[src/pc2ls_pkg.sv]
// Shared types, constants and the table of the point cloud to laser scan block.
package pc2ls_pkg;

  // Default number of scan bins.
  localparam int MAX_BINS_DEF = 1024;

  // CORDIC iteration count and widths of the fixed fields.
  localparam int CORDIC_STEPS = 24;
  localparam int COORD_W      = 19;
  localparam int RANGE_W      = 20;
  localparam int STRENGTH_W   = 16;
  localparam int ANGLE_W      = 16;
  localparam int READ_BIN_W   = 10;
  localparam int CFG_IDX_W    = 3;
  localparam int CFG_DATA_W   = 20;
  localparam int R2_W         = 38;
  localparam int ROOT_W       = 19;

  // Reset values of the configuration registers.
  localparam logic signed [15:0] ANGLE_LOWEST_RST   = -16'sd32768;
  localparam logic signed [15:0] ANGLE_HIGHEST_RST  = 16'sd32767;
  localparam logic [15:0]        ANGLE_STEP_RST     = 16'd64;
  localparam logic [19:0]        RANGE_LOWEST_RST   = 20'd0;
  localparam logic [19:0]        RANGE_HIGHEST_RST  = 20'd100000;
  localparam logic signed [18:0] HEIGHT_LOWEST_RST  = -19'sd262144;
  localparam logic signed [18:0] HEIGHT_HIGHEST_RST = 19'sd262143;
  localparam logic [19:0]        EMPTY_RANGE_RST    = 20'hFFFFF;

  // Configuration register indexes.
  typedef enum logic [CFG_IDX_W-1:0] {
    CFG_ANGLE_LOWEST   = 3'd0,
    CFG_ANGLE_HIGHEST  = 3'd1,
    CFG_ANGLE_STEP     = 3'd2,
    CFG_RANGE_LOWEST   = 3'd3,
    CFG_RANGE_HIGHEST  = 3'd4,
    CFG_HEIGHT_LOWEST  = 3'd5,
    CFG_HEIGHT_HIGHEST = 3'd6,
    CFG_EMPTY_RANGE    = 3'd7
  } cfg_idx_e;

  // Sequencer states of the top level.
  typedef enum logic [3:0] {
    ST_CLEAR,
    ST_IDLE,
    ST_SQX,
    ST_SQY,
    ST_START,
    ST_RUN,
    ST_CHECK,
    ST_DIV,
    ST_RD,
    ST_UPD,
    ST_READ,
    ST_READ_OUT
  } state_e;

  // One bin entry as stored in the scan memory.
  typedef struct packed {
    logic [RANGE_W-1:0]    range;
    logic [STRENGTH_W-1:0] strength;
  } bin_entry_t;

  // Arctangent table, 2^32 units per turn.
  function automatic logic [31:0] atan_tab(input logic [4:0] idx);
    logic [31:0] v;
    unique case (idx)
      5'd0:  v = 32'd536870912;
      5'd1:  v = 32'd316933406;
      5'd2:  v = 32'd167458907;
      5'd3:  v = 32'd85004756;
      5'd4:  v = 32'd42667331;
      5'd5:  v = 32'd21354465;
      5'd6:  v = 32'd10679838;
      5'd7:  v = 32'd5340245;
      5'd8:  v = 32'd2670163;
      5'd9:  v = 32'd1335087;
      5'd10: v = 32'd667544;
      5'd11: v = 32'd333772;
      5'd12: v = 32'd166886;
      5'd13: v = 32'd83443;
      5'd14: v = 32'd41722;
      5'd15: v = 32'd20861;
      5'd16: v = 32'd10430;
      5'd17: v = 32'd5215;
      5'd18: v = 32'd2608;
      5'd19: v = 32'd1304;
      5'd20: v = 32'd652;
      5'd21: v = 32'd326;
      5'd22: v = 32'd163;
      5'd23: v = 32'd81;
      default: v = 32'd0;
    endcase
    return v;
  endfunction

endpackage

[src/pc2ls_div.sv]
// Restoring divider, one quotient bit per cycle, for the bin index.
module pc2ls_div import pc2ls_pkg::*; (
  input  logic                 clk_i,
  input  logic                 rst_ni,
  input  logic                 start_i,
  input  logic [ANGLE_W-1:0]   dividend_i,
  input  logic [ANGLE_W-1:0]   divisor_i,
  output logic                 busy_o,
  output logic [ANGLE_W-1:0]   quo_o,
  output logic                 rem_zero_o
);

  logic               busy_q;
  logic [4:0]         cnt_q;
  logic [ANGLE_W-1:0] dvd_q, dvs_q, rem_q;
  logic [ANGLE_W:0]   rem_sh;

  assign rem_sh = {rem_q, dvd_q[ANGLE_W-1]};

  always_ff @(posedge clk_i or negedge rst_ni) begin
    if (!rst_ni) begin
      busy_q <= 1'b0;
      cnt_q  <= '0;
    end else if (start_i && !busy_q) begin
      busy_q <= 1'b1;
      cnt_q  <= '0;
    end else if (busy_q) begin
      cnt_q <= cnt_q + 5'd1;
      if (cnt_q == 5'(ANGLE_W - 1)) begin
        busy_q <= 1'b0;
      end
    end
  end

  // The dividend register collects the quotient bits as it shifts out.
  always_ff @(posedge clk_i) begin
    if (start_i && !busy_q) begin
      dvd_q <= dividend_i;
      dvs_q <= divisor_i;
      rem_q <= '0;
    end else if (busy_q) begin
      if (rem_sh >= {1'b0, dvs_q}) begin
        rem_q <= ANGLE_W'(rem_sh - {1'b0, dvs_q});
        dvd_q <= {dvd_q[ANGLE_W-2:0], 1'b1};
      end else begin
        rem_q <= rem_sh[ANGLE_W-1:0];
        dvd_q <= {dvd_q[ANGLE_W-2:0], 1'b0};
      end
    end
  end

  assign busy_o     = busy_q;
  assign quo_o      = dvd_q;
  assign rem_zero_o = (rem_q == '0);

endmodule

[config.mk]
export PLATFORM = sky130hd
export DESIGN_NAME = pc2ls_div
export DESIGN_NICKNAME = d
export VERILOG_FILES = /design/src/pc2ls_pkg.sv /design/src/pc2ls_div.sv
export SDC_FILE = /design/constraint.sdc
export NUM_CORES = 1
export LEC_CHECK = 0
export ABC_AREA = 1
export BUFFER_PORTS_ARGS = -buffer_cell sky130_fd_sc_hd__buf_4
export CORE_UTILIZATION = 45
export DETAILED_ROUTE_END_ITERATION = 12
export PLACE_DENSITY = 0.64
export SETUP_SLACK_MARGIN = 0.02
export SLEW_MARGIN = 5
export SYNTH_ARGS = -nofsm -noshare
export SYNTH_HDL_FRONTEND = slang
export SYNTH_SLANG_ARGS = --single-unit
[constraint.sdc]
create_clock -name clk_i -period 5.81 [get_ports clk_i]
set_clock_uncertainty 0.2 [all_clocks]
set_input_delay 0.8715 -clock clk_i [delete_from_list [all_inputs] [get_ports clk_i]]
set_output_delay 0.8715 -clock clk_i [all_outputs]
set_load 0.05 [all_outputs]
* Yosys cells after proc, flatten, opt, wreduce, memory -nomap -nowiden
Index checks and enable logic that the tools add are counted. Widths: inputs -> output; s select.
Storage, ports and cells: register bits 54, input bits 35
Cells by class: reduce and logical (&&, ||, !) cells 4, order comparisons 1, $add $sub $neg 2, eq/ne operators 1, multiplexer cells 9
Operator list (count):
- $mux 16 | 3
- $ge 17x16->1 | 1
- $logic_not 16->1 | 1
- $sub 16x16->16 | 1
- $mux 5 | 2
- $add 5x1->5 const B | 1
- $eq 5x4->1 const B | 1
- $mux 1 | 4
- $reduce_bool 2->1 | 1
- $logic_and 1x1->1 | 1
- $logic_not 1->1 | 1

* Depth between registers and ports, before layout
depth in word-level cells 4, mapped depth 14, depth with buffers taken out 14

* Worst setup path before layout
No wires, ideal clock.
path kind reg-to-output, start point reg rem_q[0], end point out rem_zero_o, path slack 2.691 ns, arrival 2.047 ns, stages on the path, launching flop included 4, required time 4.739 ns, cell sequence dfxtp_1 -> inv_1 -> nand4_1 -> nor4_1
On the way: word-level cells in the longest chain between the ends 1
RTL lines:
- start, declared | line pc2ls_div.sv:15 | logic [ANGLE_W-1:0] dvd_q, dvs_q, rem_q;
- start signal, assigned | line pc2ls_div.sv:43 | rem_q <= ANGLE_W'(rem_sh - {1'b0, dvs_q});
- start signal, assigned | line pc2ls_div.sv:46 | rem_q <= rem_sh[ANGLE_W-1:0];
- $logic_not 16->1 | line pc2ls_div.sv:54 | assign rem_zero_o = (rem_q == '0);
- end, declared | line pc2ls_div.sv:10 | output logic rem_zero_o
Every way passes these cells.

* Final worst setup path
start point reg busy_q (netlist: busy_o), end point reg dvd_q[9] (netlist: quo_o[9]) (enable)
On the way: word-level cells in the longest chain between the ends 3
RTL lines:
- start, declared | line pc2ls_div.sv:13 | logic busy_q;
- start signal, assigned | line pc2ls_div.sv:22 | busy_q <= 1'b0;
- start signal, assigned | line pc2ls_div.sv:25 | busy_q <= 1'b1;
- start signal, assigned | line pc2ls_div.sv:30 | busy_q <= 1'b0;
- $logic_not 1->1 | line pc2ls_div.sv:37 | if (start_i && !busy_q) begin
- $logic_and 1x1->1 | line pc2ls_div.sv:37
- $reduce_bool 2->1 (no line) *
- end signal, assigned | line pc2ls_div.sv:38 | dvd_q <= dividend_i;
- end signal, assigned | line pc2ls_div.sv:44 | dvd_q <= {dvd_q[ANGLE_W-2:0], 1'b1};
- end signal, assigned | line pc2ls_div.sv:47 | dvd_q <= {dvd_q[ANGLE_W-2:0], 1'b0};
- end, declared | line pc2ls_div.sv:15
Every way passes the cells marked *; elsewhere a longest branch is shown, timed or not. A chain may end at the register's enable or synchronous reset.

==> run summary <==
### Floorplan
- 7250 um2 — total core area
- 46.6% — Initial Util
- 53 — ports placed on the boundary
- 7860 um2 — Die ar.
- 88.7 um — die extent in x
- 31 — Std-Cell Rows
- 88.7 um — overall die height

### Setup path
- 1 — number of buffer and inverter instances along the worst setup path
- flop — critical path endpoint category
- 5500 ps — data required time of the critical path
- nor2_1 — Worst path slowest cell
- 700 ps — CP peak stage delay
- flop — sort of element at the start of the critical path
- 26 — largest fanout on the critical path
- reg -> reg — critical path start-end classification
- nor2_1 -> inv_1 — CP cell instances
- simple AND/OR/NAND/NOR gates — crit-path leading delay family
- 2360 ps — Arrival @ worst endpoint

### Synth
- edfxtp_1 — cell type with the largest total area after synthesis
- 54 — Seq cells post-synth
- edfxtp_1 — leading register cell type out of synthesis
- 42.4% — sequential area share after synthesis
- 32 — number of enable flip-flop cells after synthesis
- 0 — Syn. warnings
- 498 — Post-Syn Nets
- nand2_1, inv_1, nand3_1 — leading post-synthesis cells by instance count
- 7.61 um2 — post-synthesis area per instance
- 444 — Mapped Cells
- 3380 um2 — Netlist Area Pre-Place
- 11.1% — FFs w/ async S/R, synth
- 37 — synth unique cells
- 28.4% — area fraction of the dominant cell type after synthesis
- edfxtp_1, nand2_1, dfxtp_1, inv_1, ha_1 — Area contributors post-synth
- nand2_1 — library cell with the highest instance count after synthesis

### STA
- 0 — total setup violations reported at the end of the flow
- 2670 ps — final worst path period need
- 35.8% — Slew Limit Headroom
- 3140 ps — worst setup margin
- 46.0% — share of the clock period used by the worst path after layout
- 0 ps — sum of negative setup slack
- false — RSZ-0062 raised after global routing
- 152 ps — Fin Hold WS
- 0 — Final Slew Violations
- 963 ps — slew at the pin closest to its max-slew limit
- 0 — final hold violations
- 374 MHz — maximum clock frequency

### Worst hold path
- in -> async — type of the most critical hold path

### Clock network
- 0 — buffers inserted by post-CTS timing repair
- 54 — # clock sinks
- yes — TritonCTS clock tree
- 2 — clk buf depth
- 5 — cts bufs inserted
- 300 ps — clock network latency to the later pin of the worst-skew pair
- 0 — number of resized instances in the post-cts repair step
- 0 — hold-fix buffer count after cts
- clkbuf_8 — CTS root buffer
- 90 ps — clock-pin transition on the worst setup and hold timing paths
- 2 — H-tree depth

### Power and ir drop
- 49.8% — switching share of power
- 1160 uW — net load switching power
- 0.00205 uW — Leak Pwr
- 60.7% — logic gate share of total power
- 594 nW/um2 — power per cell area
- 1170 uW — Int Power
- 9.5% — part of the power in the clock network
- 294 uV — IR Drop Worst-Case VDD
- 29.9% — sequential power share
- 2330 uW — overall power

### GRT
- 21.4% — Global Route Usage Sum
- 2864 — vias in the first global route
- 0 — antenna violations before repair
- 33 — largest net degree at the start of global routing
- 12900 um — first-pass GRT wire length
- 0 — total gr overflow

### Drt
- 0 — post-route ant nets
- 2915 — count of vias placed by the detailed router
- 12.6 um — average detailed-routed wire length per instance
- 4 — Initial DRT Pass Iterations
- 4.90 — Via density
- 7510 um — total routed wirelength
- 0 — remaining design rule violation count
- 182 — DRT iter0 DRCs

### Layout
- 16.3% — ratio of cells with drive above 1 in the final layout
- 0 — Antenna Diode Count
- 16.2% — P&R area growth vs syn
- 549 — # nets final

### Placed design
- 0.873 — gpl congestion
- 2970 ps — pre-CTS setup slack
- 5890 um — Detailed Place HPWL
- 52 — PortBufs

### Outcome
- complete, no violations — outcome

### Job
- 0 — Max Cap Viol

-- final cells by class --
class                           count  area [um2]
Multi-Input combinational cell    302        1580
Inverter                           79         297
Fill cell                         752        3330
Clock inverter                      1        8.76
Clock buffer                        7        86.3
Timing Repair Buffer               53         398
Tap cell                           99         124
Sequential cell                    54        1430
-- power by group through the flow --
stage	Sequential, uW	Clock [uW]	Combinational [uW]
floorplan	868	0	919
global placement	704	0	1390
detailed placement	702	0	1410
CTS	698	226	1410
global route	718	241	1600
finish	698	221	1420
-- kinds of logic after synthesis --
kind of cell / after synthesis / share of synthesized area (%)
flops: 54 / 42.4
simple gates: 247 / 32.8
fa+ha+maj: 19 / 7.26
buf+inv: 88 / 10.8
compound gates: 30 / 5.22
xor+xnor: 6 / 1.55
-- metrics by stage --
step / utilization, % / instance area (um2) / std cells
global route: 54.1 / 3930 / 595
floorplan: - / 3380 / 444
detailed placement: 52.8 / 3830 / 587
finish: 54.1 / 3930 / 595
global placement: 52.8 / 3830 / 587
CTS: 54.1 / 3930 / 595
-- cell usage in the layout, fill, tap and decap left out, drive strengths merged, types with 6 or more instances in the layout --
cell    synthesis  final
buf             4     53
nand3          45     45
clkbuf          5      7
ha             18     18
dfxtp          16     16
nand2         164    164
inv            77     78
nand4           9      9
a21oi          11     11
nor2           21     21
edfxtp         32     32
dfrtp           6      6
o21ai          14     14
-- worst paths after layout --
| kind | from | to | slack [ps] | cells after the start |
|---|---|---|---|---|
| worst max-delay path | busy_o | quo_o[9] | 3140 | 2 |
| worst min-delay path | rst_ni | cnt_q[0] | 150 | 1 |
| worst max register to register | busy_o | quo_o[9] | 3140 | 2 |
| worst min register to register | rem_q[8] | rem_q[8] | 280 | 2 |
| max in group asynchronous | rst_ni | busy_o | 5150 | 1 |
| min in group clk_i | rem_q[8] | rem_q[8] | 280 | 2 |
-- layer usage --
layer  vias to the layer above  share of wire, %  wire [um]  global-route usage [%]
li1                       1511                 -          -                       -
met1                      1330                48       3600                    29.1
met2                        68                47       3510                    35.7
met3                         6               4.7        351                    3.73
met4                         0              0.76         57                    4.69
met5                         -                 0          0                       0
-- registers in the layout (all words and copies together), names as in the netlist --
name,flops
dvs_q,16
quo_o,16
rem_q,16
cnt_q,5
busy_o,1
Power figures use the tool's default switching activity.
