File: src/pc2ls_pkg.sv
// Shared types, constants and the table of the point cloud to laser scan block.
package pc2ls_pkg;

  // Default number of scan bins.
  localparam int MAX_BINS_DEF = 1024;

  // CORDIC iteration count and widths of the fixed fields.
  localparam int CORDIC_STEPS = 24;
  localparam int COORD_W      = 19;
  localparam int RANGE_W      = 20;
  localparam int STRENGTH_W   = 16;
  localparam int ANGLE_W      = 16;
  localparam int READ_BIN_W   = 10;
  localparam int CFG_IDX_W    = 3;
  localparam int CFG_DATA_W   = 20;
  localparam int R2_W         = 38;
  localparam int ROOT_W       = 19;

  // Reset values of the configuration registers.
  localparam logic signed [15:0] ANGLE_LOWEST_RST   = -16'sd32768;
  localparam logic signed [15:0] ANGLE_HIGHEST_RST  = 16'sd32767;
  localparam logic [15:0]        ANGLE_STEP_RST     = 16'd64;
  localparam logic [19:0]        RANGE_LOWEST_RST   = 20'd0;
  localparam logic [19:0]        RANGE_HIGHEST_RST  = 20'd100000;
  localparam logic signed [18:0] HEIGHT_LOWEST_RST  = -19'sd262144;
  localparam logic signed [18:0] HEIGHT_HIGHEST_RST = 19'sd262143;
  localparam logic [19:0]        EMPTY_RANGE_RST    = 20'hFFFFF;

  // Configuration register indexes.
  typedef enum logic [CFG_IDX_W-1:0] {
    CFG_ANGLE_LOWEST   = 3'd0,
    CFG_ANGLE_HIGHEST  = 3'd1,
    CFG_ANGLE_STEP     = 3'd2,
    CFG_RANGE_LOWEST   = 3'd3,
    CFG_RANGE_HIGHEST  = 3'd4,
    CFG_HEIGHT_LOWEST  = 3'd5,
    CFG_HEIGHT_HIGHEST = 3'd6,
    CFG_EMPTY_RANGE    = 3'd7
  } cfg_idx_e;

  // Sequencer states of the top level.
  typedef enum logic [3:0] {
    ST_CLEAR,
    ST_IDLE,
    ST_SQX,
    ST_SQY,
    ST_START,
    ST_RUN,
    ST_CHECK,
    ST_DIV,
    ST_RD,
    ST_UPD,
    ST_READ,
    ST_READ_OUT
  } state_e;

  // One bin entry as stored in the scan memory.
  typedef struct packed {
    logic [RANGE_W-1:0]    range;
    logic [STRENGTH_W-1:0] strength;
  } bin_entry_t;

  // Arctangent table, 2^32 units per turn.
  function automatic logic [31:0] atan_tab(input logic [4:0] idx);
    logic [31:0] v;
    unique case (idx)
      5'd0:  v = 32'd536870912;
      5'd1:  v = 32'd316933406;
      5'd2:  v = 32'd167458907;
      5'd3:  v = 32'd85004756;
      5'd4:  v = 32'd42667331;
      5'd5:  v = 32'd21354465;
      5'd6:  v = 32'd10679838;
      5'd7:  v = 32'd5340245;
      5'd8:  v = 32'd2670163;
      5'd9:  v = 32'd1335087;
      5'd10: v = 32'd667544;
      5'd11: v = 32'd333772;
      5'd12: v = 32'd166886;
      5'd13: v = 32'd83443;
      5'd14: v = 32'd41722;
      5'd15: v = 32'd20861;
      5'd16: v = 32'd10430;
      5'd17: v = 32'd5215;
      5'd18: v = 32'd2608;
      5'd19: v = 32'd1304;
      5'd20: v = 32'd652;
      5'd21: v = 32'd326;
      5'd22: v = 32'd163;
      5'd23: v = 32'd81;
      default: v = 32'd0;
    endcase
    return v;
  endfunction

endpackage

File: src/pc2ls_cordic.sv
// Iterative CORDIC vectoring unit that turns x and y into a binary angle.
module pc2ls_cordic import pc2ls_pkg::*; (
  input  logic                      clk_i,
  input  logic                      rst_ni,
  input  logic                      start_i,
  input  logic signed [COORD_W-1:0] x_i,
  input  logic signed [COORD_W-1:0] y_i,
  output logic                      busy_o,
  output logic signed [ANGLE_W-1:0] angle_o
);

  localparam int W = 36;

  logic                busy_q;
  logic [4:0]          cnt_q;
  logic signed [W-1:0] cx_q, cy_q;
  logic [31:0]         acc_q;
  logic signed [W-1:0] xs, ys, dx, dy;
  logic [31:0]         acc_rnd;

  // Scale the coordinates by 4096 and shift by the iteration count.
  assign xs = W'(x_i) <<< 12;
  assign ys = W'(y_i) <<< 12;
  assign dx = cx_q >>> cnt_q;
  assign dy = cy_q >>> cnt_q;

  // Control: busy while the iterations run.
  always_ff @(posedge clk_i or negedge rst_ni) begin
    if (!rst_ni) begin
      busy_q <= 1'b0;
      cnt_q  <= '0;
    end else if (start_i && !busy_q) begin
      busy_q <= 1'b1;
      cnt_q  <= '0;
    end else if (busy_q) begin
      cnt_q <= cnt_q + 5'd1;
      if (cnt_q == 5'(CORDIC_STEPS - 1)) begin
        busy_q <= 1'b0;
      end
    end
  end

  // Datapath: one micro-rotation per cycle, frozen once y reaches zero.
  always_ff @(posedge clk_i) begin
    if (start_i && !busy_q) begin
      if (xs < 0) begin
        cx_q  <= -xs;
        cy_q  <= -ys;
        acc_q <= 32'h8000_0000;
      end else begin
        cx_q  <= xs;
        cy_q  <= ys;
        acc_q <= 32'h0;
      end
    end else if (busy_q && cy_q != 0) begin
      if (cy_q > 0) begin
        cx_q  <= cx_q + dy;
        cy_q  <= cy_q - dx;
        acc_q <= acc_q + atan_tab(cnt_q);
      end else begin
        cx_q  <= cx_q - dy;
        cy_q  <= cy_q + dx;
        acc_q <= acc_q - atan_tab(cnt_q);
      end
    end
  end

  // Round to 65536 units per turn.
  assign acc_rnd = acc_q + 32'h0000_8000;
  assign angle_o = acc_rnd[31:16];
  assign busy_o  = busy_q;

endmodule

File: config.mk
export PLATFORM = sky130hd
export DESIGN_NAME = pc2ls_cordic
export DESIGN_NICKNAME = d
export VERILOG_FILES = /design/src/pc2ls_pkg.sv /design/src/pc2ls_cordic.sv
export SDC_FILE = /design/constraint.sdc
export NUM_CORES = 1
export LEC_CHECK = 0
export BUFFER_PORTS_ARGS = -buffer_cell sky130_fd_sc_hd__buf_2
export CORE_MARGIN = 1
export CORE_UTILIZATION = 55
export CTS_CLUSTER_SIZE = 28
export DETAILED_ROUTE_END_ITERATION = 8
export HOLD_SLACK_MARGIN = 0.02
export MAX_ROUTING_LAYER = met4
export PLACE_DENSITY_LB_ADDON = 0.05
export RECOVER_POWER = 100
export SLEW_MARGIN = 0
export SYNTH_ARGS = -nofsm -noshare
export SYNTH_HDL_FRONTEND = slang
export SYNTH_SLANG_ARGS = --single-unit
File: constraint.sdc
create_clock -name clk_i -period 7.68 [get_ports clk_i]
set_clock_uncertainty 0.2 [all_clocks]
set_input_delay 1.536 -clock clk_i [delete_from_list [all_inputs] [get_ports clk_i]]
set_output_delay 1.536 -clock clk_i [all_outputs]
set_load 0.02 [all_outputs]
# After elaboration in Yosys (flattened, before gate mapping)
# Memory sizes are Yosys's and may differ from the RTL's.
# Index checks and enable logic that the tools add are counted.
# W data, S select, Z words.
dict set report op_classes {
  magnitude_cmp 2
  n_mux 23
  addsub 10
  eq_ne 1
  reduce_logical 6
  shifts 2
}
# operator count
set op_table {}
lappend op_table {{$mux W32} 10}
lappend op_table {{$mux W36} 8}
lappend op_table {{$add A36 B36 Y36} 2}
lappend op_table {{$neg A31 Y36} 2}
lappend op_table {{$sshr A36 B5 Y36} 2}
lappend op_table {{$sub A36 B36 Y36} 2}
lappend op_table {{$gt A36 B1 Y1 const B} 1}
lappend op_table {{$reduce_bool A36 Y1} 1}
lappend op_table {{$add A32 B16 Y32 const B} 1}
lappend op_table {{$add A32 B32 Y32} 1}
lappend op_table {{$sub A32 B32 Y32} 1}
lappend op_table {{$lt A31 B1 Y1 const B} 1}
lappend op_table {{$mux W5} 2}
lappend op_table {{$add A5 B1 Y5 const B} 1}
lappend op_table {{$eq A5 B5 Y1 const B} 1}
lappend op_table {{$reduce_bool A2 Y1} 2}
lappend op_table {{$mux W1} 3}
lappend op_table {{$logic_and A1 B1 Y1} 2}
lappend op_table {{$logic_not A1 Y1} 1}
dict set report totals {
  output_inout_bits 17
  n_memories 2
  rom_bits 1920
  in_bits 41
  register_bits 110
}
# name words width rd rd_clocked_by_memory_dff write_ports line_no
set mem_list {}
lappend mem_list {{(name not given)} 32 30 1 0 0 pc2ls_pkg.sv:66} ;# unique case (idx)
lappend mem_list {{(name not given)} 32 30 1 0 0 pc2ls_pkg.sv:66}

# Longest topological paths before layout
dict set report logic_depth {
  ltp_word 8
  mapped_depth 33
}

# Worst setup path after synthesis
# OpenSTA, ideal clock, no wires.
dict set report synth_path {
  kind {input to register}
  startpoint {input port start_i}
  endpoint {register acc_q[0] (enable)}
  setup_ns 0.601
  cell_stages 2
  t_required_ns 6.879
  arrival_ns 6.643
  path_slack_ns 0.236
  path_buffers 0
  path_cell_list {nor2_1 > a21oi_1}
}
dict set report synth_via {
  elab_chain_len 2
}
# item line_no
set synth_lines {}
lappend synth_lines {{start, declared} pc2ls_cordic.sv:5} ;# input logic start_i,
lappend synth_lines {{$logic_and A1 B1 Y1} pc2ls_cordic.sv:45} ;# if (start_i && !busy_q) begin
lappend synth_lines {{$reduce_bool A2 Y1 (no line)} -}
lappend synth_lines {{end signal, assigned} pc2ls_cordic.sv:59} ;# acc_q <= acc_q + atan_tab(cnt_q);
lappend synth_lines {{end signal, assigned} pc2ls_cordic.sv:63} ;# acc_q <= acc_q - atan_tab(cnt_q);
lappend synth_lines {{end, declared} pc2ls_cordic.sv:17} ;# logic [31:0] acc_q;
# Every way passes these cells.
# A chain may end at the register's enable or synchronous reset.

# Final worst setup path
dict set report layout_path {
  startpoint {register cnt_q[0]}
  endpoint {register cx_q[31] (data pin)}
}
dict set report layout_via {
  elab_chain_len 5
}
# item line_no
set layout_lines {}
lappend layout_lines {{start, declared} pc2ls_cordic.sv:15} ;# logic [4:0] cnt_q;
lappend layout_lines {{start signal, assigned} pc2ls_cordic.sv:36} ;# cnt_q <= cnt_q + 5'd1;
lappend layout_lines {{$sshr A36 B5 Y36 *} pc2ls_cordic.sv:25} ;# assign dy = cy_q >>> cnt_q;
lappend layout_lines {{$sub A36 B36 Y36 / $add A36 B36 Y36 (equally long branches)} {pc2ls_cordic.sv:61, pc2ls_cordic.sv:57}}
lappend layout_lines {{$mux W36 *} pc2ls_cordic.sv:56} ;# if (cy_q > 0) begin
lappend layout_lines {{$mux W36 *} pc2ls_cordic.sv:55} ;# end else if (busy_q && cy_q != 0) begin
lappend layout_lines {{$mux W36 *} pc2ls_cordic.sv:45}
lappend layout_lines {{end signal, assigned} pc2ls_cordic.sv:47} ;# cx_q <= -xs;
lappend layout_lines {{end signal, assigned} pc2ls_cordic.sv:57} ;# cx_q <= cx_q + dy;
lappend layout_lines {{end signal, assigned} pc2ls_cordic.sv:61} ;# cx_q <= cx_q - dy;
lappend layout_lines {{end, declared} pc2ls_cordic.sv:16} ;# logic signed [W-1:0] cx_q, cy_q;
# Mark *: on every way between the ends. The rest lies on a longest branch, timed or not. The select of a mux whose other input is x is not followed.

==> flow_summary.toml <==
[yosys]
synthTopCellsByArea = "edfxtp_1 (17%), ha_1 (8.0%), mux4_2 (6.3%), xnor2_1 (5.9%), nand2_1 (4.8%)"
ys.flop_type = "edfxtp_1"
ys_warn_count = 0
ys_ff_latch = 110
post-synth-top-count-cell = "nand2_1"
ys_top_cells_by_count = "nand2_1 (227), nor2_1 (217), a21oi_1 (155), o21ai_0 (155), xnor2_1 (120)"
async_flop_share = 0.0545
synth_cells = 2162
synth_cell_types = 93
syn_area_um2 = 17900
syn_avg_cell_area_um2 = 8.29
synthDominantCellAreaShare = 0.174
synth_edf_count = 104
syn_nets = 2320
yosysTopAreaCell = "edfxtp_1"
ys_seq_area_frac = 0.183

[setup_path]
crit_start = "cnt_q[0]$_DFFE_PN0P_"
cpPeakStageDelay_ns = 0.92
reg2reg_from = "cnt_q[0]$_DFFE_PN0P_"
cp.arrival_ns = 7.32
cp_top_family = "compound AO/OA/AOI/OAI gates"
crit_type = "flop to flop"
cp.depth = 22
worstSetupEndpointType = "flop"
r2r_cells = 22
r2r_setup_slack_ns = 0.31
critical_path.n_buffers_inverters = 1
crit_path_start_kind = "flop"
slowest_stage = "dfrtp_4"
cp_max_fo = 45
worst_r2r_endpoint = "cx_q[31]$_DFFE_PP_"
required_ns = 7.63
crit_chain = "buf_12, mux2_2, mux2_2, a22o_1, a2111oi_2, ha_1, nand3_1, or3_1, o21ai_0, xor2_1, ha_1, and3_1, a21o_1, nand2_1, o21ai_0, a41o_1, o211a_1, o31a_1, o211ai_1, a21oi_1, or3_1, and3_1"

[sta]
fmax_ghz = 0.136
fin_setup_tns_ns = 0
relSlewSlack = -1.02
final_hold_viol_count = 0
finalMaxSlewViolations = 53
rsz0062_at_grt = "false"
fin_crit_ns = 7.37
tightest_slew_ns = 3.03
setup_viol = 0
fin_crit_sh = 0.960

[placed_design]
place_area_um2 = 18600
place_congestion = 1.08
portBuffers = 57
dp_hpwl_um = 50100

[die]
coreArea_um2 = 31800
start_util = 0.563
dieWidth_um = 182
rows = 65
top_level_ports = 58
dieArea_um2 = 33300
die_h_um = 182

[global_route]
grt_pass1_wl_um = 100000
grt_usage = 0.408
grt_pass1_vias = 17020
overflow = 0
grt_antenna_before_repair = 0
grt_max_degree = 75

[min_path]
hold_path_end = "acc_q[0]$_SDFFCE_PP0P_"
worstHoldStart = "acc_q[0]$_SDFFCE_PP0P_"
hp-class = "flop to flop"
holdPathStages = 3

[clocking]
ctsRootBufferMaster = "clkbuf_16"
clkLatencyLatePin_ns = 0.40
hold_buffers = 0
cts_sinks = 110
path_clk_slew_ns = 0.08
cts_setup_buffers = 0
numCtsBuffers = 9
htree_levels = 3
tritoncts = "done"
cts-resized-gates = 0
cts_buffer_depth = 2

[layout]
design_area_um2 = 18900
final_util = 0.594
area_growth_syn_to_layout_pct = 5.46
diodes = 0
layout-drive-gt1-share = 0.118
fin_nets = 2318
fillers = 2938

[routing]
avgRoutedWirePerCell_um = 25.3
drtIter0Drc = 2257
final_antenna_net_count = 0
avgViaCountPerCell = 6.91
vias = 17958
wl_met2_um = 30000
wl_um = 65700
m1WireLength_um = 26200
first_pass_iters = 7
highest_layer = "met4"
met3_length_um = 6220
drcViolationCount = 0

[run_status]
run_status = "complete, but fails checks"
violations = "max-capacitance violations, max-slew violations"

[job]
cap_violations = 1
layer usage:
metal  GRT usage  up-vias
met5           -        -
met2       0.635     1024
li1            -     8175
met1       0.511     8555
met4       0.199        0
met3      0.0728      204
layout make-up:
| type | count | area [µm²] | area share |
|---|---|---|---|
| multi-input cells | 1874 | 13800 | 0.731 |
| inverters | 44 | 165 | 0.00874 |
| well taps | 435 | 544 | 0.0288 |
| clock inverters | 3 | 25.0 | 0.00132 |
| repair buffers | 121 | 796 | 0.0421 |
| clock buffers | 13 | 272 | 0.0144 |
| flip-flops and latches | 110 | 3290 | 0.174 |
placed cells by master (no fill, tap or decap), types with 11 or more instances in the layout:
master,n
a211oi_1,35
a21o_1,50
a21oi_1,154
a221oi_1,12
a22oi_1,22
a31oi_1,23
and2_1,17
and3_1,26
buf_2,38
buf_4,52
clkbuf_1,25
edfxtp_1,104
ha_1,114
inv_1,43
mux2_2,50
mux2i_1,59
mux4_1,19
mux4_2,50
nand2_1,227
nand2b_1,26
nand3_1,38
nand4_1,11
nor2_1,216
nor2b_1,28
nor3_1,29
nor4_1,19
o211ai_1,18
o21a_1,16
o21ai_0,156
o21bai_1,15
o22ai_1,23
o31ai_1,22
o41ai_1,11
or3_1,20
xnor2_1,120
xor2_1,87
registers in the layout (all words and copies together), names as in the netlist:
name    count
cnt_q       5
cy_q       36
acc_q      32
busy_o      1
cx_q       36
through the flow:
step,std cells,hold WS [ns],worst slack [ns]
2_1_floorplan,2162,0.470,0.236
3_3_place_gp,2584,0.516,0.693
3_5_place_dp,2584,0.534,0.540
4_1_cts,2600,0.548,0.495
5_1_grt,2600,0.596,0.0172
6_report,2600,0.547,0.309
logic make-up (layout without fill, tap and decap cells):
group	Yosys count	in the layout	synth area share
AND/OR/NAND/NOR	714	714	0.189
adder cells (fa/ha/maj)	117	117	0.0830
flip-flops	110	110	0.183
XOR/XNOR	208	208	0.102
buffers and inverters	178	181	0.0480
AO/OA/AOI/OAI	654	654	0.238
multiplexers	181	181	0.157
worst min-delay path, stage by stage, from the launching register on:
cell and delay (ns):
edfxtp_1 0.37, inv_1 0.07, ha_1 0.12, nor2_1 0.04
worst max-delay path by stage:
stage	end	slack, ns
4_1_cts	cx_q[31]$_DFFE_PP_	0.50
2_1_floorplan	acc_q[0]$_SDFFCE_PP0P_	0.24
6_report	cx_q[31]$_DFFE_PP_	0.31
5_1_grt	cx_q[31]$_DFFE_PP_	0.02
3_3_place_gp	cx_q[31]$_DFFE_PP_	0.69
3_5_place_dp	cx_q[31]$_DFFE_PP_	0.54
Power is left out: the tool's default activity adds up to more than one toggle a clock period on the data nets, which glitch-free logic cannot reach.
