<file path="config.mk">
export PLATFORM = sky130hd
export DESIGN_NAME = pc2ls_root
export DESIGN_NICKNAME = d
export VERILOG_FILES = /design/src/pc2ls_pkg.sv /design/src/pc2ls_root.sv
export SDC_FILE = /design/constraint.sdc
export NUM_CORES = 1
export LEC_CHECK = 0
export BUFFER_PORTS_ARGS = -buffer_cell sky130_fd_sc_hd__buf_4
export CAP_MARGIN = 20
export CORE_ASPECT_RATIO = 1.5
export CORE_MARGIN = 3
export CORE_UTILIZATION = 30
export CTS_BUF_LIST = sky130_fd_sc_hd__clkbuf_16
export DETAILED_ROUTE_END_ITERATION = 10
export PLACE_DENSITY_LB_ADDON = 0.1
export SLEW_MARGIN = 20
export SYNTH_ARGS = -nofsm -noshare
export SYNTH_HDL_FRONTEND = slang
export SYNTH_SLANG_ARGS = --single-unit
</file>
<file path="constraint.sdc">
create_clock -name clk_i -period 4.1 [get_ports clk_i]
set_input_delay 0.615 -clock clk_i [delete_from_list [all_inputs] [get_ports clk_i]]
set_output_delay 0.615 -clock clk_i [all_outputs]
set_load 0.01 [all_outputs]
</file>
<file path="src/pc2ls_pkg.sv">
// Shared types, constants and the table of the point cloud to laser scan block.
package pc2ls_pkg;

  // Default number of scan bins.
  localparam int MAX_BINS_DEF = 1024;

  // CORDIC iteration count and widths of the fixed fields.
  localparam int CORDIC_STEPS = 24;
  localparam int COORD_W      = 19;
  localparam int RANGE_W      = 20;
  localparam int STRENGTH_W   = 16;
  localparam int ANGLE_W      = 16;
  localparam int READ_BIN_W   = 10;
  localparam int CFG_IDX_W    = 3;
  localparam int CFG_DATA_W   = 20;
  localparam int R2_W         = 38;
  localparam int ROOT_W       = 19;

  // Reset values of the configuration registers.
  localparam logic signed [15:0] ANGLE_LOWEST_RST   = -16'sd32768;
  localparam logic signed [15:0] ANGLE_HIGHEST_RST  = 16'sd32767;
  localparam logic [15:0]        ANGLE_STEP_RST     = 16'd64;
  localparam logic [19:0]        RANGE_LOWEST_RST   = 20'd0;
  localparam logic [19:0]        RANGE_HIGHEST_RST  = 20'd100000;
  localparam logic signed [18:0] HEIGHT_LOWEST_RST  = -19'sd262144;
  localparam logic signed [18:0] HEIGHT_HIGHEST_RST = 19'sd262143;
  localparam logic [19:0]        EMPTY_RANGE_RST    = 20'hFFFFF;

  // Configuration register indexes.
  typedef enum logic [CFG_IDX_W-1:0] {
    CFG_ANGLE_LOWEST   = 3'd0,
    CFG_ANGLE_HIGHEST  = 3'd1,
    CFG_ANGLE_STEP     = 3'd2,
    CFG_RANGE_LOWEST   = 3'd3,
    CFG_RANGE_HIGHEST  = 3'd4,
    CFG_HEIGHT_LOWEST  = 3'd5,
    CFG_HEIGHT_HIGHEST = 3'd6,
    CFG_EMPTY_RANGE    = 3'd7
  } cfg_idx_e;

  // Sequencer states of the top level.
  typedef enum logic [3:0] {
    ST_CLEAR,
    ST_IDLE,
    ST_SQX,
    ST_SQY,
    ST_START,
    ST_RUN,
    ST_CHECK,
    ST_DIV,
    ST_RD,
    ST_UPD,
    ST_READ,
    ST_READ_OUT
  } state_e;

  // One bin entry as stored in the scan memory.
  typedef struct packed {
    logic [RANGE_W-1:0]    range;
    logic [STRENGTH_W-1:0] strength;
  } bin_entry_t;

  // Arctangent table, 2^32 units per turn.
  function automatic logic [31:0] atan_tab(input logic [4:0] idx);
    logic [31:0] v;
    unique case (idx)
      5'd0:  v = 32'd536870912;
      5'd1:  v = 32'd316933406;
      5'd2:  v = 32'd167458907;
      5'd3:  v = 32'd85004756;
      5'd4:  v = 32'd42667331;
      5'd5:  v = 32'd21354465;
      5'd6:  v = 32'd10679838;
      5'd7:  v = 32'd5340245;
      5'd8:  v = 32'd2670163;
      5'd9:  v = 32'd1335087;
      5'd10: v = 32'd667544;
      5'd11: v = 32'd333772;
      5'd12: v = 32'd166886;
      5'd13: v = 32'd83443;
      5'd14: v = 32'd41722;
      5'd15: v = 32'd20861;
      5'd16: v = 32'd10430;
      5'd17: v = 32'd5215;
      5'd18: v = 32'd2608;
      5'd19: v = 32'd1304;
      5'd20: v = 32'd652;
      5'd21: v = 32'd326;
      5'd22: v = 32'd163;
      5'd23: v = 32'd81;
      default: v = 32'd0;
    endcase
    return v;
  endfunction

endpackage

</file>
<file path="src/pc2ls_root.sv">
// Bit-serial integer square root with an exactness flag.
module pc2ls_root import pc2ls_pkg::*; (
  input  logic              clk_i,
  input  logic              rst_ni,
  input  logic              start_i,
  input  logic [R2_W-1:0]   rad_i,
  output logic              busy_o,
  output logic [ROOT_W-1:0] root_o,
  output logic              exact_o
);

  localparam int REM_W = ROOT_W + 2;

  logic              busy_q;
  logic [4:0]        cnt_q;
  logic [R2_W-1:0]   rad_q;
  logic [ROOT_W-1:0] res_q;
  logic [REM_W-1:0]  rem_q;
  logic [REM_W+1:0]  rem_sh, trial;

  // Bring down two radicand bits and try the next result bit.
  assign rem_sh = {rem_q, rad_q[R2_W-1:R2_W-2]};
  assign trial  = (REM_W + 2)'({res_q, 2'b01});

  always_ff @(posedge clk_i or negedge rst_ni) begin
    if (!rst_ni) begin
      busy_q <= 1'b0;
      cnt_q  <= '0;
    end else if (start_i && !busy_q) begin
      busy_q <= 1'b1;
      cnt_q  <= '0;
    end else if (busy_q) begin
      cnt_q <= cnt_q + 5'd1;
      if (cnt_q == 5'(ROOT_W - 1)) begin
        busy_q <= 1'b0;
      end
    end
  end

  // One result bit per cycle.
  always_ff @(posedge clk_i) begin
    if (start_i && !busy_q) begin
      rad_q <= rad_i;
      res_q <= '0;
      rem_q <= '0;
    end else if (busy_q) begin
      rad_q <= rad_q << 2;
      if (rem_sh >= trial) begin
        rem_q <= REM_W'(rem_sh - trial);
        res_q <= {res_q[ROOT_W-2:0], 1'b1};
      end else begin
        rem_q <= REM_W'(rem_sh);
        res_q <= {res_q[ROOT_W-2:0], 1'b0};
      end
    end
  end

  assign busy_o  = busy_q;
  assign root_o  = res_q;
  assign exact_o = (rem_q == '0);

endmodule

</file>
Yosys cells after proc, flatten, opt, wreduce, memory -nomap -nowiden:

Index checks and enable logic that the tools add are counted.
Widths: inputs -> output; s select.

* memories kept: 0
* latch bits: 0
* ROM bits: 0
* output and inout bits: 21
* input port bits: 41
* memory bits (writable): 0
* register bits: 84

* multiply operators: 0
* $lt $le $gt $ge: 1
* div/mod/pow operators: 0
* shift-type cells: 0
* reductions and logical operators: 4
* bitwise logic cells: 0
* multiplexer cells: 9
* add/sub/neg operators: 2
* equality and inequality tests: 1

Operators by type and width (count)
* $mux 38: 2
* $ge 23x21->1: 1
* $logic_not 21->1: 1
* $mux 21: 1
* $sub 21x21->21: 1
* $mux 5: 2
* $add 5x1->5 const B: 1
* $eq 5x5->1 const B: 1
* $mux 1: 4
* $reduce_bool 2->1: 1
* $logic_and 1x1->1: 1
* $logic_not 1->1: 1

Longest topological paths before layout:

Gate-level depths: netlist of the first run.

* depth after elaboration: 4
* mapped depth: 11
* mapped depth without buffers: 9

Worst setup path after synthesis of the first run:

OpenSTA, ideal clock, no wires.

* path type: flip-flop to flip-flop
* start: register res_q[3], in the netlist root_o[3]
* end: register rem_q[2]
* stages on the path, launching flop included: 11
* slack: 1648 ps
* data arrival time: 2331 ps
* buffers on the path: 1
* library setup time: 121 ps
* data required time: 3979 ps
* cell sequence: dfxtp_1 -> inv_1 -> ha_1 -> nand4_1 -> or4_1 -> o21ai_2 -> nor3b_2 -> a2bb2oi_4 -> buf_6 -> mux2i_1 -> o21ai_1

* word-level cells in the longest chain between the ends: 2

RTL lines
* start: declaration: RTL line pc2ls_root.sv:17 `logic [ROOT_W-1:0] res_q;`
* start signal: assignment: RTL line pc2ls_root.sv:50 `res_q <= {res_q[ROOT_W-2:0], 1'b1};`
* start signal: assignment: RTL line pc2ls_root.sv:53 `res_q <= {res_q[ROOT_W-2:0], 1'b0};`
* $ge 23x21->1: RTL line pc2ls_root.sv:48 `if (rem_sh >= trial) begin`
* $mux 21: RTL line pc2ls_root.sv:48
* end signal: assignment: RTL line pc2ls_root.sv:49 `rem_q <= REM_W'(rem_sh - trial);`
* end signal: assignment: RTL line pc2ls_root.sv:52 `rem_q <= REM_W'(rem_sh);`
* end: declaration: RTL line pc2ls_root.sv:18 `logic [REM_W-1:0] rem_q;`

No other way between the ends.
A chain may end at the register's enable or synchronous reset.

Final worst setup path of the first run:

* start: register res_q[2], in the netlist root_o[2]
* end: register rem_q[4]

* word-level cells in the longest chain between the ends: 2

RTL lines (RTL line)
* $sub 21x21->21 / $ge 23x21->1 (equally long branches): pc2ls_root.sv:49, pc2ls_root.sv:48
* $mux 21 (*): pc2ls_root.sv:48

Mark *: on every way between the ends. The rest lies on a longest branch, timed or not.

==> results.yml, run 1 <==
cells_and_area:
  final_instance_area_mm2: 0.00557
  antenna_cells_inserted: 0
  final_nets: 566
  drive_gt1_share_pct: 26.0
  layout.cells.most_common_list: "sky130_fd_sc_hd__buf_4 (65), sky130_fd_sc_hd__nand2_1 (59), sky130_fd_sc_hd__dfxtp_1 (40)"
  area_delta_synth_final_pct: 20.0
  final.fill_count: 1573
  mostFrequentLayoutCell: "sky130_fd_sc_hd__buf_4"
  layout.core_utilization_pct: 36.8
worst_setup_path:
  crit_chain: "inv_1 -> ha_1 -> nand4_1 -> or4_1 -> o21ai_2 -> nor3b_2 -> a2bb2oi_4 -> buf_4 -> mux2i_1 -> o21ai_1"
  critical_path.startpoint_type: "flip-flop"
  cp_max_fo: 14
  worst_ep_required_time_ps: 4310
  timing.setup.critical_path_class: "flip-flop to flip-flop"
  worst-endpoint-arrival_ps: 3220
  crit_path_capture_type: "flip-flop"
  cp_slowest_stage_delay_ps: 560
  cp_slowest_cell: "sky130_fd_sc_hd__or4_1"
placed_design:
  detailed_place_hpwl_um: 9130
  dpl_cell_area_mm2: 0.00527
  port-buffer-count: 61
  gp_congestion: 0.911
synthesis:
  synth-main-ff-cell: "sky130_fd_sc_hd__dfxtp_1"
  sequential_area_share_after_synthesis_pct: 45.1
  synth-edff-count: 38
  synth_cells: 445
  synth_warnings: 0
  number_of_register_bits_inferred_by_synthesis: 84
  async_reset_ff_share_pct: 7.14
  netlist-cell-type-count: 68
  postSynthAreaPerCell_um2: 10.4
  synthesis.nets: 509
  post_synth_instance_area_mm2: 0.00464
timing:
  fin_skew_ps: 12.3
  fmax_mhz: 332
  final-hold-violation-count: 0
  slew_headroom_pct: 31.2
  post-route-period-util_pct: 73.5
  post-route-min-period_ps: 3010
  rsz0062_at_grt: "false"
  tightestPinTransition_ps: 1030
  fin_worst_hold_slack_ps: 71.0
  setup_viol: 0
  finalMaxSlewViolations: 0
  final.setup.tns_ps: 0
status:
  status: "complete, no violations"
pwr:
  sw_frac_of_total_pct: 43.6
  power_frac_comb_pct: 56.0
  irDropWorstVdd_v: 0.000332
  p_int_w: 0.00320
  clockPowerShare_pct: 14.5
  total_leakage_power_nw: 2.43
  power.sequential.fraction_pct: 29.5
  power.density_mw_per_mm2: 1020
  total_switching_power_w: 0.00247
  power_w: 0.00567
cts:
  cts_tree: "yes"
  cts.reportedPaths.clkPinSlew_ps: 70
  cts.repair.resized: 0
  clk_root_buffer_cell: "sky130_fd_sc_hd__clkbuf_16"
  cts_hold_buffers: 0
  clockBufferDepth: 2
  h-tree-depth: 3
  numCtsBuffers: 9
  clkSinkCount: 84
  postCtsSetupBuffers: 0
  clock_insertion_delay_at_the_later_pin_of_the_skew_report_ps: 340
detailed_routing:
  wl_per_cell_um: 17.3
  routed-via-count: 3584
  antenna_violating_nets_post_route: 0
  detail_route.vias_per_cell: 5.08
  drtIter0Drc: 146
  wl_um: 12200
  drt_drc_violations_left: 0
  firstDrtPassIters: 5
grt:
  first_pass_grt_wire_length_um: 19700
  largest_net_degree_at_the_start_of_global_routing: 39
  grt.overflow.total: 0
  first_global_vias: 3715
  antenna_found_initial: 0
  grtUsageTotal_pct: 14.9
floorplan:
  die_width_um: 108
  rows: 55
  floorplan.die_area_mm2: 0.0170
  die-height_um: 158
  design.portCount: 62
  starting_utilization_of_the_core_area_pct: 30.7
  core_mm2: 0.0151
flow_run:
  max-cap-violations: 0
hold_path:
  hold_path.class: "primary input to asynchronous set/reset pin"
## power by group through the flow
stage | logic, W | registers [W] | clock network (W)
floorplan | 0.00241 | 0.00161 | 0
global placement | 0.00320 | 0.00170 | 0
detailed placement | 0.00320 | 0.00170 | 0
CTS | 0.00322 | 0.00168 | 0.000856
global route | 0.00354 | 0.00173 | 0.000886
finish | 0.00318 | 0.00167 | 0.000822
## stage by stage
stage / setup WS, ps / cells
finish: 1090 / 706
CTS: 1040 / 706
floorplan: 1650 / 445
global placement: 1110 / 690
detailed placement: 1030 / 690
global route: 856 / 706
## synthesized netlist by cell type (all sizes together), types with 2 or more instances
cell / instances / share of area (%)
edfxtp: 38 / 25
dfxtp: 40 / 17
o31ai: 18 / 2.9
nand4: 4 / 0.54
a21o: 2 / 0.32
nor2: 11 / 0.89
a2111oi: 2 / 0.40
and2: 4 / 0.57
nand3: 6 / 0.65
o221ai: 6 / 1.5
ha: 23 / 6.2
inv: 29 / 2.3
nor4: 6 / 0.81
mux2: 36 / 8.7
and4: 2 / 0.40
mux2i: 13 / 2.8
dfrtp: 6 / 3.2
a21oi: 19 / 2.1
o2bb2a: 2 / 0.43
a311oi: 2 / 0.38
a41oi: 2 / 0.78
nor3b: 2 / 0.43
o211ai: 3 / 0.49
xnor2: 8 / 1.5
clkbuf: 10 / 1.1
nand2b: 2 / 0.27
nor2b: 5 / 0.67
o21a: 3 / 0.49
xor2: 11 / 2.1
a31oi: 3 / 0.40
buf: 8 / 1.2
nor3: 4 / 0.43
o21ai: 34 / 3.8
nand2: 60 / 5.0
or4: 2 / 0.32
## area by class of cell
class                      count  area, um^2  share of cell area [%]
sequential                    84        2090                    37.6
clock inverter                 7        73.8                    1.33
timing repair buffer          65         488                    8.76
tap                          199         249                    4.47
inverter                      29         109                    1.95
multi-input combinational    313        2330                    41.9
clock buffer                   9         225                    4.04
## routing by layer
layer	global-route usage [%]	part of all wire [%]	routed length [um]	vias up
met5	0	0	0	-
met2	28.5	56	6820	101
li1	-	-	-	1757
met4	5.29	2.1	256	0
met1	16.1	38	4650	1709
met3	3.00	3.8	464	17
## logic make-up (layout without fill, tap and decap cells)
logic type / count (synthesis) / after routing / synth area share (%)
and+or+nand+nor: 112 / 112 / 11.6
muxes: 49 / 49 / 11.5
adders and majority gates: 23 / 23 / 6.20
xor gates and xnor gates: 19 / 19 / 3.59
buffers and inverters: 48 / 110 / 4.85
AOI/OAI and AO/OA: 110 / 110 / 17.1
DFF: 84 / 84 / 45.1
## worst max-delay path: cells and delay by family (launching register included)
| kind | cells | cell delay, ps |
|---|---|---|
| AO/OA/AOI/OAI | 3 | 700 |
| AND/OR/NAND/NOR | 3 | 750 |
| flip-flops | 1 | 390 |
| adder cells (fa/ha/maj) | 1 | 380 |
| multiplexers | 1 | 230 |
| buffers and inverters | 2 | 430 |
## registers in the layout, summed over array words and instances (netlist names)
name	cells
rad_q	38
rem_q	21
root_o	19
cnt_q	5
busy_o	1
## worst paths after layout
kind                       startpoint  slack, ps  cells past startpoint         to
max                         root_o[2]       1090                     10   rem_q[4]
min                            rst_ni         70                      1   cnt_q[2]
max reg2reg                 root_o[2]       1090                     10   rem_q[4]
min reg2reg                 root_o[6]        490                      2  root_o[7]
max in group asynchronous      rst_ni       3900                      1     busy_o
min in group clk_i          root_o[6]        490                      2  root_o[7]
No activity file was read; power rests on OpenSTA's default activity.
==> run 2, diff against run 1 <==
--- a/config.mk
+++ b/config.mk
@@ -5,6 +5,7 @@
 export SDC_FILE = /design/constraint.sdc
 export NUM_CORES = 1
 export LEC_CHECK = 0
+export ABC_AREA = 1
 export BUFFER_PORTS_ARGS = -buffer_cell sky130_fd_sc_hd__buf_4
 export CAP_MARGIN = 20
 export CORE_ASPECT_RATIO = 1.5
==> constraint.sdc (replaced) <==
create_clock -name clk_i -period 3 [get_ports clk_i]
set_input_delay 0.45 -clock clk_i [delete_from_list [all_inputs] [get_ports clk_i]]
set_output_delay 0.45 -clock clk_i [all_outputs]
set_load 0.01 [all_outputs]
==> run 2 against run 1 <==
Against the previous run: utilization increased by 0.54 points; die area grew 6.2%; critical path type is now flip-flop to output port; combinational power increased by 58%; via count is 22% higher; critical path depth shrank 6; clock power grew 58%; final area up 6.6%; synthesized area is 6.5% higher; worst hold slack gained 300 ps; setup slack got worse by 540 ps; clock skew decreased by 4.1 ps; first-iteration DRC count rose by 27%.
==> results.yml, run 2 <==
synthesis:
  post-synth-top-area-fraction_pct: 23.1
  synth_cells: 678
  netlist-cell-type-count: 31
  post_synth_instance_area_mm2: 0.00494
  async_reset_ff_share_pct: 7.14
  netlist.top_cell.by_area: "sky130_fd_sc_hd__edfxtp_1"
  synth-main-ff-cell: "sky130_fd_sc_hd__dfxtp_1"
  sequential_area_share_after_synthesis_pct: 42.3
  ys_top_cells_by_count: "sky130_fd_sc_hd__nand2_1 (273), sky130_fd_sc_hd__inv_1 (83), sky130_fd_sc_hd__dfxtp_1 (40), sky130_fd_sc_hd__nand3_1 (40), sky130_fd_sc_hd__edfxtp_1 (38)"
  number_of_register_bits_inferred_by_synthesis: 84
  synth.most_common_cell: "sky130_fd_sc_hd__nand2_1"
  netlist_top_cells_area: "sky130_fd_sc_hd__edfxtp_1 (23%), sky130_fd_sc_hd__nand2_1 (21%), sky130_fd_sc_hd__dfxtp_1 (16%)"
  synth_warnings: 0
  synthesis.nets: 742
  postSynthAreaPerCell_um2: 7.29
  synth-edff-count: 38
floorplan:
  core_mm2: 0.0159
  floorplan.die_area_mm2: 0.0181
  die_width_um: 111
  design.portCount: 62
  rows: 56
  starting_utilization_of_the_core_area_pct: 31.1
  die-height_um: 163
cts:
  h-tree-depth: 3
  cts.repair.resized: 0
  clk_root_buffer_cell: "sky130_fd_sc_hd__clkbuf_16"
  clkSinkCount: 84
  numCtsBuffers: 9
  postCtsSetupBuffers: 0
  cts_tree: "yes"
  clock_insertion_delay_at_the_later_pin_of_the_skew_report_ps: 340
  clockBufferDepth: 2
  cts.reportedPaths.clkPinSlew_ps: 70
timing:
  final-hold-violation-count: 0
  tightestPinTransition_ps: 788
  final.setup.tns_ps: 0
  rsz0062_at_grt: "false"
  post-route-period-util_pct: 81.7
  post-route-min-period_ps: 2450
  setup_ws_ps: 550
  slew_headroom_pct: 47.4
  fin_skew_ps: 8.19
  fmax_mhz: 408
  setup_viol: 0
  finalMaxSlewViolations: 0
placed_design:
  detailed_place_hpwl_um: 10700
  port-buffer-count: 61
  place_ws_ps: 639
  placedCellCount: 927
  gp_congestion: 0.907
worst_setup_path:
  worst_ep_required_time_ps: 2550
  worst-endpoint-arrival_ps: 2000
  worst-r2r-setup-slack_ps: 640
  crit_path_capture_type: "output port"
  cp_max_fo: 3
  critical_path.startpoint_type: "flip-flop"
  timing.setup.critical_path_class: "flip-flop to output port"
cells_and_area:
  drive_gt1_share_pct: 13.6
  antenna_cells_inserted: 0
  final.fill_count: 1683
  area_delta_synth_final_pct: 20.1
  mostFrequentLayoutCell: "sky130_fd_sc_hd__nand2_1"
  final_nets: 800
  final_cell_count_no_fill: 944
  largest_register_ffs: 38
  regMostFlops: "rad_q"
  layout.cells.most_common_list: "sky130_fd_sc_hd__nand2_1 (273), sky130_fd_sc_hd__inv_1 (84), sky130_fd_sc_hd__buf_4 (67)"
grt:
  grt.overflow.total: 0
  first_pass_grt_wire_length_um: 22500
  grtUsageTotal_pct: 15.6
  antenna_found_initial: 0
  largest_net_degree_at_the_start_of_global_routing: 51
  first_global_vias: 4492
detailed_routing:
  antenna_violating_nets_post_route: 0
  detail_route.vias_per_cell: 4.63
  routed-via-count: 4366
  wl_per_cell_um: 14.6
  firstDrtPassIters: 4
  drt_drc_violations_left: 0
  wl_um: 13800
  drtIter0Drc: 186
flow_run:
  max-cap-violations: 0
pwr:
  total_leakage_power_nw: 2.97
  power_w: 0.00861
  power.density_mw_per_mm2: 1450
  irDropWorstVdd_v: 0.000336
status:
  status: "complete, no violations"
hold_path:
  hold_path.class: "primary input to flip-flop"
## run 2: worst paths after layout
check	from	to	cells after the start
worst max-delay path	rem_q[0]	exact_o	4
worst min register to register	rem_q[20]	rem_q[20]	2
worst min-delay path	rad_i[13]	rad_q[13]	3
min in group asynchronous	rst_ni	cnt_q[0]	2
worst max register to register	root_o[13]	rem_q[1]	13
max in group asynchronous	rst_ni	cnt_q[2]	2
## run 2: power by group
part | switching, W | internal, W
clock | 0.000490 | 0.000813
sequential | 0.000371 | 0.00192
combinational | 0.00318 | 0.00184
total | 0.00404 | 0.00457
## run 2: repair_timing
item                                    CTS  global route
hold buffers                              1             0
endpoints found under the hold margin     6             0
endpoints found under the setup margin    0             0
## run 2: metrics by stage
stage | area [um^2] | utilization (%) | hold slack [ps]
finish | 5940 | 37.3 | 376
detailed placement | 5590 | 35.1 | 265
global route | 5940 | 37.3 | 379
CTS | 5940 | 37.3 | 373
global placement | 5590 | 35.1 | 261
floorplan | 4940 | - | 154
## run 2: per-layer routing
metal | routed length, um | vias to the layer above | global-route usage (%) | share of wire, %
met5 | 0 | - | 0 | 0
met4 | 389 | 0 | 6.44 | 2.8
met3 | 403 | 20 | 2.30 | 2.9
met2 | 7060 | 85 | 28.9 | 51
met1 | 5940 | 1965 | 17.8 | 43
li1 | - | 2296 | - | -
## run 2: cells by family after synthesis
| kind of cell | count (synthesis) | share of synthesized area [%] |
|---|---|---|
| AO/OA/AOI/OAI | 57 | 6.43 |
| XOR/XNOR | 9 | 1.60 |
| adder cells (fa/ha/maj) | 23 | 5.82 |
| buffers and inverters | 109 | 9.34 |
| flip-flops | 84 | 42.3 |
| AND/OR/NAND/NOR | 396 | 34.5 |
## run 2: final cells by class
type | instances | area [um^2] | share of cell area (%)
multi-input cells | 485 | 2390 | 40.3
flip-flops and latches | 84 | 2090 | 35.2
repair buffers | 69 | 533 | 8.98
inverters | 87 | 327 | 5.50
well taps | 203 | 254 | 4.28
clock buffers | 9 | 225 | 3.79
clock inverters | 7 | 115 | 1.94
## run 2: critical path, cell delays in order, from the launching register on
cell and delay [ps]:
sky130_fd_sc_hd__dfxtp_1 340, sky130_fd_sc_hd__nor4_1 550, sky130_fd_sc_hd__nand4_1 230, sky130_fd_sc_hd__nor4_1 340, sky130_fd_sc_hd__buf_4 200
==> run 3, diff against run 2 <==
==> constraint.sdc (replaced) <==
create_clock -name clk_i -period 2 [get_ports clk_i]
set_input_delay 0.3 -clock clk_i [delete_from_list [all_inputs] [get_ports clk_i]]
set_output_delay 0.3 -clock clk_i [all_outputs]
set_load 0.01 [all_outputs]
==> run 3 against run 2 <==
Against the previous run: routed wire length up 6.2%; die area stayed put; register-to-register slack got worse by 590 ps; setup slack got worse by 500 ps; final cell count increased by 7.6%; worst hold slack lost 140 ps; via count rose by 8.8%; highest routed layer unchanged.
==> results.yml, run 3 (same netlist as run 2, synthesis figures left out) <==
status:
  status: "complete, no violations"
timing:
  finalMaxSlewViolations: 0
  final-hold-violation-count: 0
  slew_headroom_pct: 44.3
  fmax_mhz: 513
  tightestPinTransition_ps: 835
  fin_skew_ps: 8.04
  setup_viol: 0
  rsz0062_at_grt: "true"
  setup_ws_ps: 49.2
  post-route-period-util_pct: 97.5
  post-route-min-period_ps: 1950
worst_setup_path:
  crit_path_depth: 13
  worst_path_dominant_cell_family: "simple AND/OR/NAND/NOR gates"
  worst-r2r-setup-slack_ps: 50
  cp_slowest_cell: "sky130_fd_sc_hd__dfxtp_2"
  crit_chain: "buf_4 -> ha_4 -> buf_4 -> nand4_1 -> buf_4 -> nor2_2 -> nor2_1 -> nand2_1 -> nand2_1 -> nand2_1 -> nand2_1 -> nand3_1 -> nand2_1"
  timing.reg2reg.worst_path_depth: 13
  worst_ep_required_time_ps: 2230
  critical_r2r_launch: "rem_q[11]"
  cp_max_fo: 4
  r2r_end: "rem_q[14]"
  path_common_cell: "sky130_fd_sc_hd__nand2_1"
  cp_slowest_stage_delay_ps: 330
  crit_path_capture_type: "flip-flop"
  cp.buffers_inverters: 3
  worst-endpoint-arrival_ps: 2180
  critical_path.startpoint_type: "flip-flop"
  timing.setup.critical_path_class: "flip-flop to flip-flop"
placed_design:
  gp_congestion: 0.897
  detailed_place_hpwl_um: 11000
  port-buffer-count: 61
  place_ws_ps: -120
  placedCellCount: 991
detailed_routing:
  routed-via-count: 4752
  drt_drc_violations_left: 0
  wl_per_cell_um: 14.4
  detail_route.vias_per_cell: 4.68
  drtIter0Drc: 171
  antenna_violating_nets_post_route: 0
  firstDrtPassIters: 4
  wl_um: 14700
cts:
  clockBufferDepth: 2
  cts_tree: "yes"
  numCtsBuffers: 9
  cts.reportedPaths.clkPinSlew_ps: 70
  clock_insertion_delay_at_the_later_pin_of_the_skew_report_ps: 340
  clkSinkCount: 84
  clk_root_buffer_cell: "sky130_fd_sc_hd__clkbuf_16"
  h-tree-depth: 3
flow_run:
  max-cap-violations: 0
cells_and_area:
  largest_register_ffs: 38
  final_nets: 872
  final_cell_count_no_fill: 1016
  layout.core_utilization_pct: 44.2
  final.fill_count: 1629
  mostFrequentLayoutCell: "sky130_fd_sc_hd__nand2_1"
  area_delta_synth_final_pct: 42.3
  drive_gt1_share_pct: 31.9
  antenna_cells_inserted: 0
  regMostFlops: "rad_q"
  layout.cells.most_common_list: "sky130_fd_sc_hd__nand2_1 (257), sky130_fd_sc_hd__buf_4 (128), sky130_fd_sc_hd__inv_1 (80)"
grt:
  antenna_found_initial: 0
  grt.overflow.total: 0
  first_pass_grt_wire_length_um: 23600
  grtUsageTotal_pct: 16.2
  first_global_vias: 4876
  largest_net_degree_at_the_start_of_global_routing: 37
hold_path:
  min_delay_worst_endpoint: "rad_q[19]"
  worstHoldPathCells: 3
  hold_path.class: "primary input to flip-flop"
  holdCritStartpoint: "rad_i[19]"
floorplan:
  core_mm2: 0.0159
  rows: 56
  floorplan.die_area_mm2: 0.0181
  die_width_um: 111
  starting_utilization_of_the_core_area_pct: 31.1
  design.portCount: 62
  die-height_um: 163
run 3: cell types whose count changed in the layout (fill, tap and decap cells not counted), moves of 16 or more:
cell and change:
sky130_fd_sc_hd__dfxtp_2 +20, sky130_fd_sc_hd__ha_1 -19, sky130_fd_sc_hd__buf_4 +61, sky130_fd_sc_hd__ha_4 +19, sky130_fd_sc_hd__dfxtp_1 -21, sky130_fd_sc_hd__nand2_1 -16
run 3: area by class of cell:
type	count	area (um^2)	area share (%)
Clock inverter	7	92.6	1.32
Sequential cell	84	2120	30.1
Inverter	87	327	4.64
Tap cell	203	254	3.61
Multi-Input combinational cell	485	2860	40.7
Timing Repair Buffer	141	1150	16.4
Clock buffer	9	225	3.20
run 3: metal layers:
| layer | vias to the layer above | GRT usage [%] | part of all wire, % |
|---|---|---|---|
| met5 | - | 0 | 0 |
| met4 | 0 | 6.33 | 2.7 |
| met3 | 19 | 2.11 | 2.9 |
| met2 | 77 | 30.6 | 53 |
| met1 | 2213 | 18.3 | 41 |
| li1 | 2443 | - | - |
run 3: through the flow:
stage / setup TNS, ps / cell area, um^2 / hold WS [ps]
2_1_floorplan: 0 / 4940 / 4.41
3_3_place_gp: -742 / 6100 / 112
3_5_place_dp: -1610 / 6100 / 115
4_1_cts: -34.5 / 6680 / 221
5_1_grt: -137 / 7030 / 230
6_report: 0 / 7030 / 231
run 3: how the worst max path moves through the flow:
stage	startpoint	endpoint	slack (ps)
after global placement	root_o[7]	rem_q[18]	-120
final	rem_q[11]	rem_q[14]	50
after global routing	rem_q[11]	rem_q[14]	-50
after floorplan	busy_o	rad_q[0]	70
after CTS	rem_q[11]	exact_o	-30
after detailed placement	root_o[8]	rem_q[0]	-120
run 3: worst reg2reg max path, delay by kind of cell, from the launching register on:
| kind | cells | cell delay [ps] |
|---|---|---|
| adder cells (fa/ha/maj) | 1 | 280 |
| AND/OR/NAND/NOR | 9 | 730 |
| flip-flops | 1 | 330 |
| buffers and inverters | 3 | 490 |
run 3: repair_timing:
| action | in CTS | in global routing |
|---|---|---|
| pin swaps | 7 | 23 |
| setup buffers | 3 | 5 |
| hold buffers | 1 | 0 |
| endpoints found under the hold margin | 6 | 0 |
| endpoints found under the setup margin | 23 | 23 |
| cloned | 0 | 1 |
| resized for setup | 41 | 72 |
Power of run 3 is not shown: default switching activity piles up to over one toggle a cycle in this logic, so the estimate is an artifact.
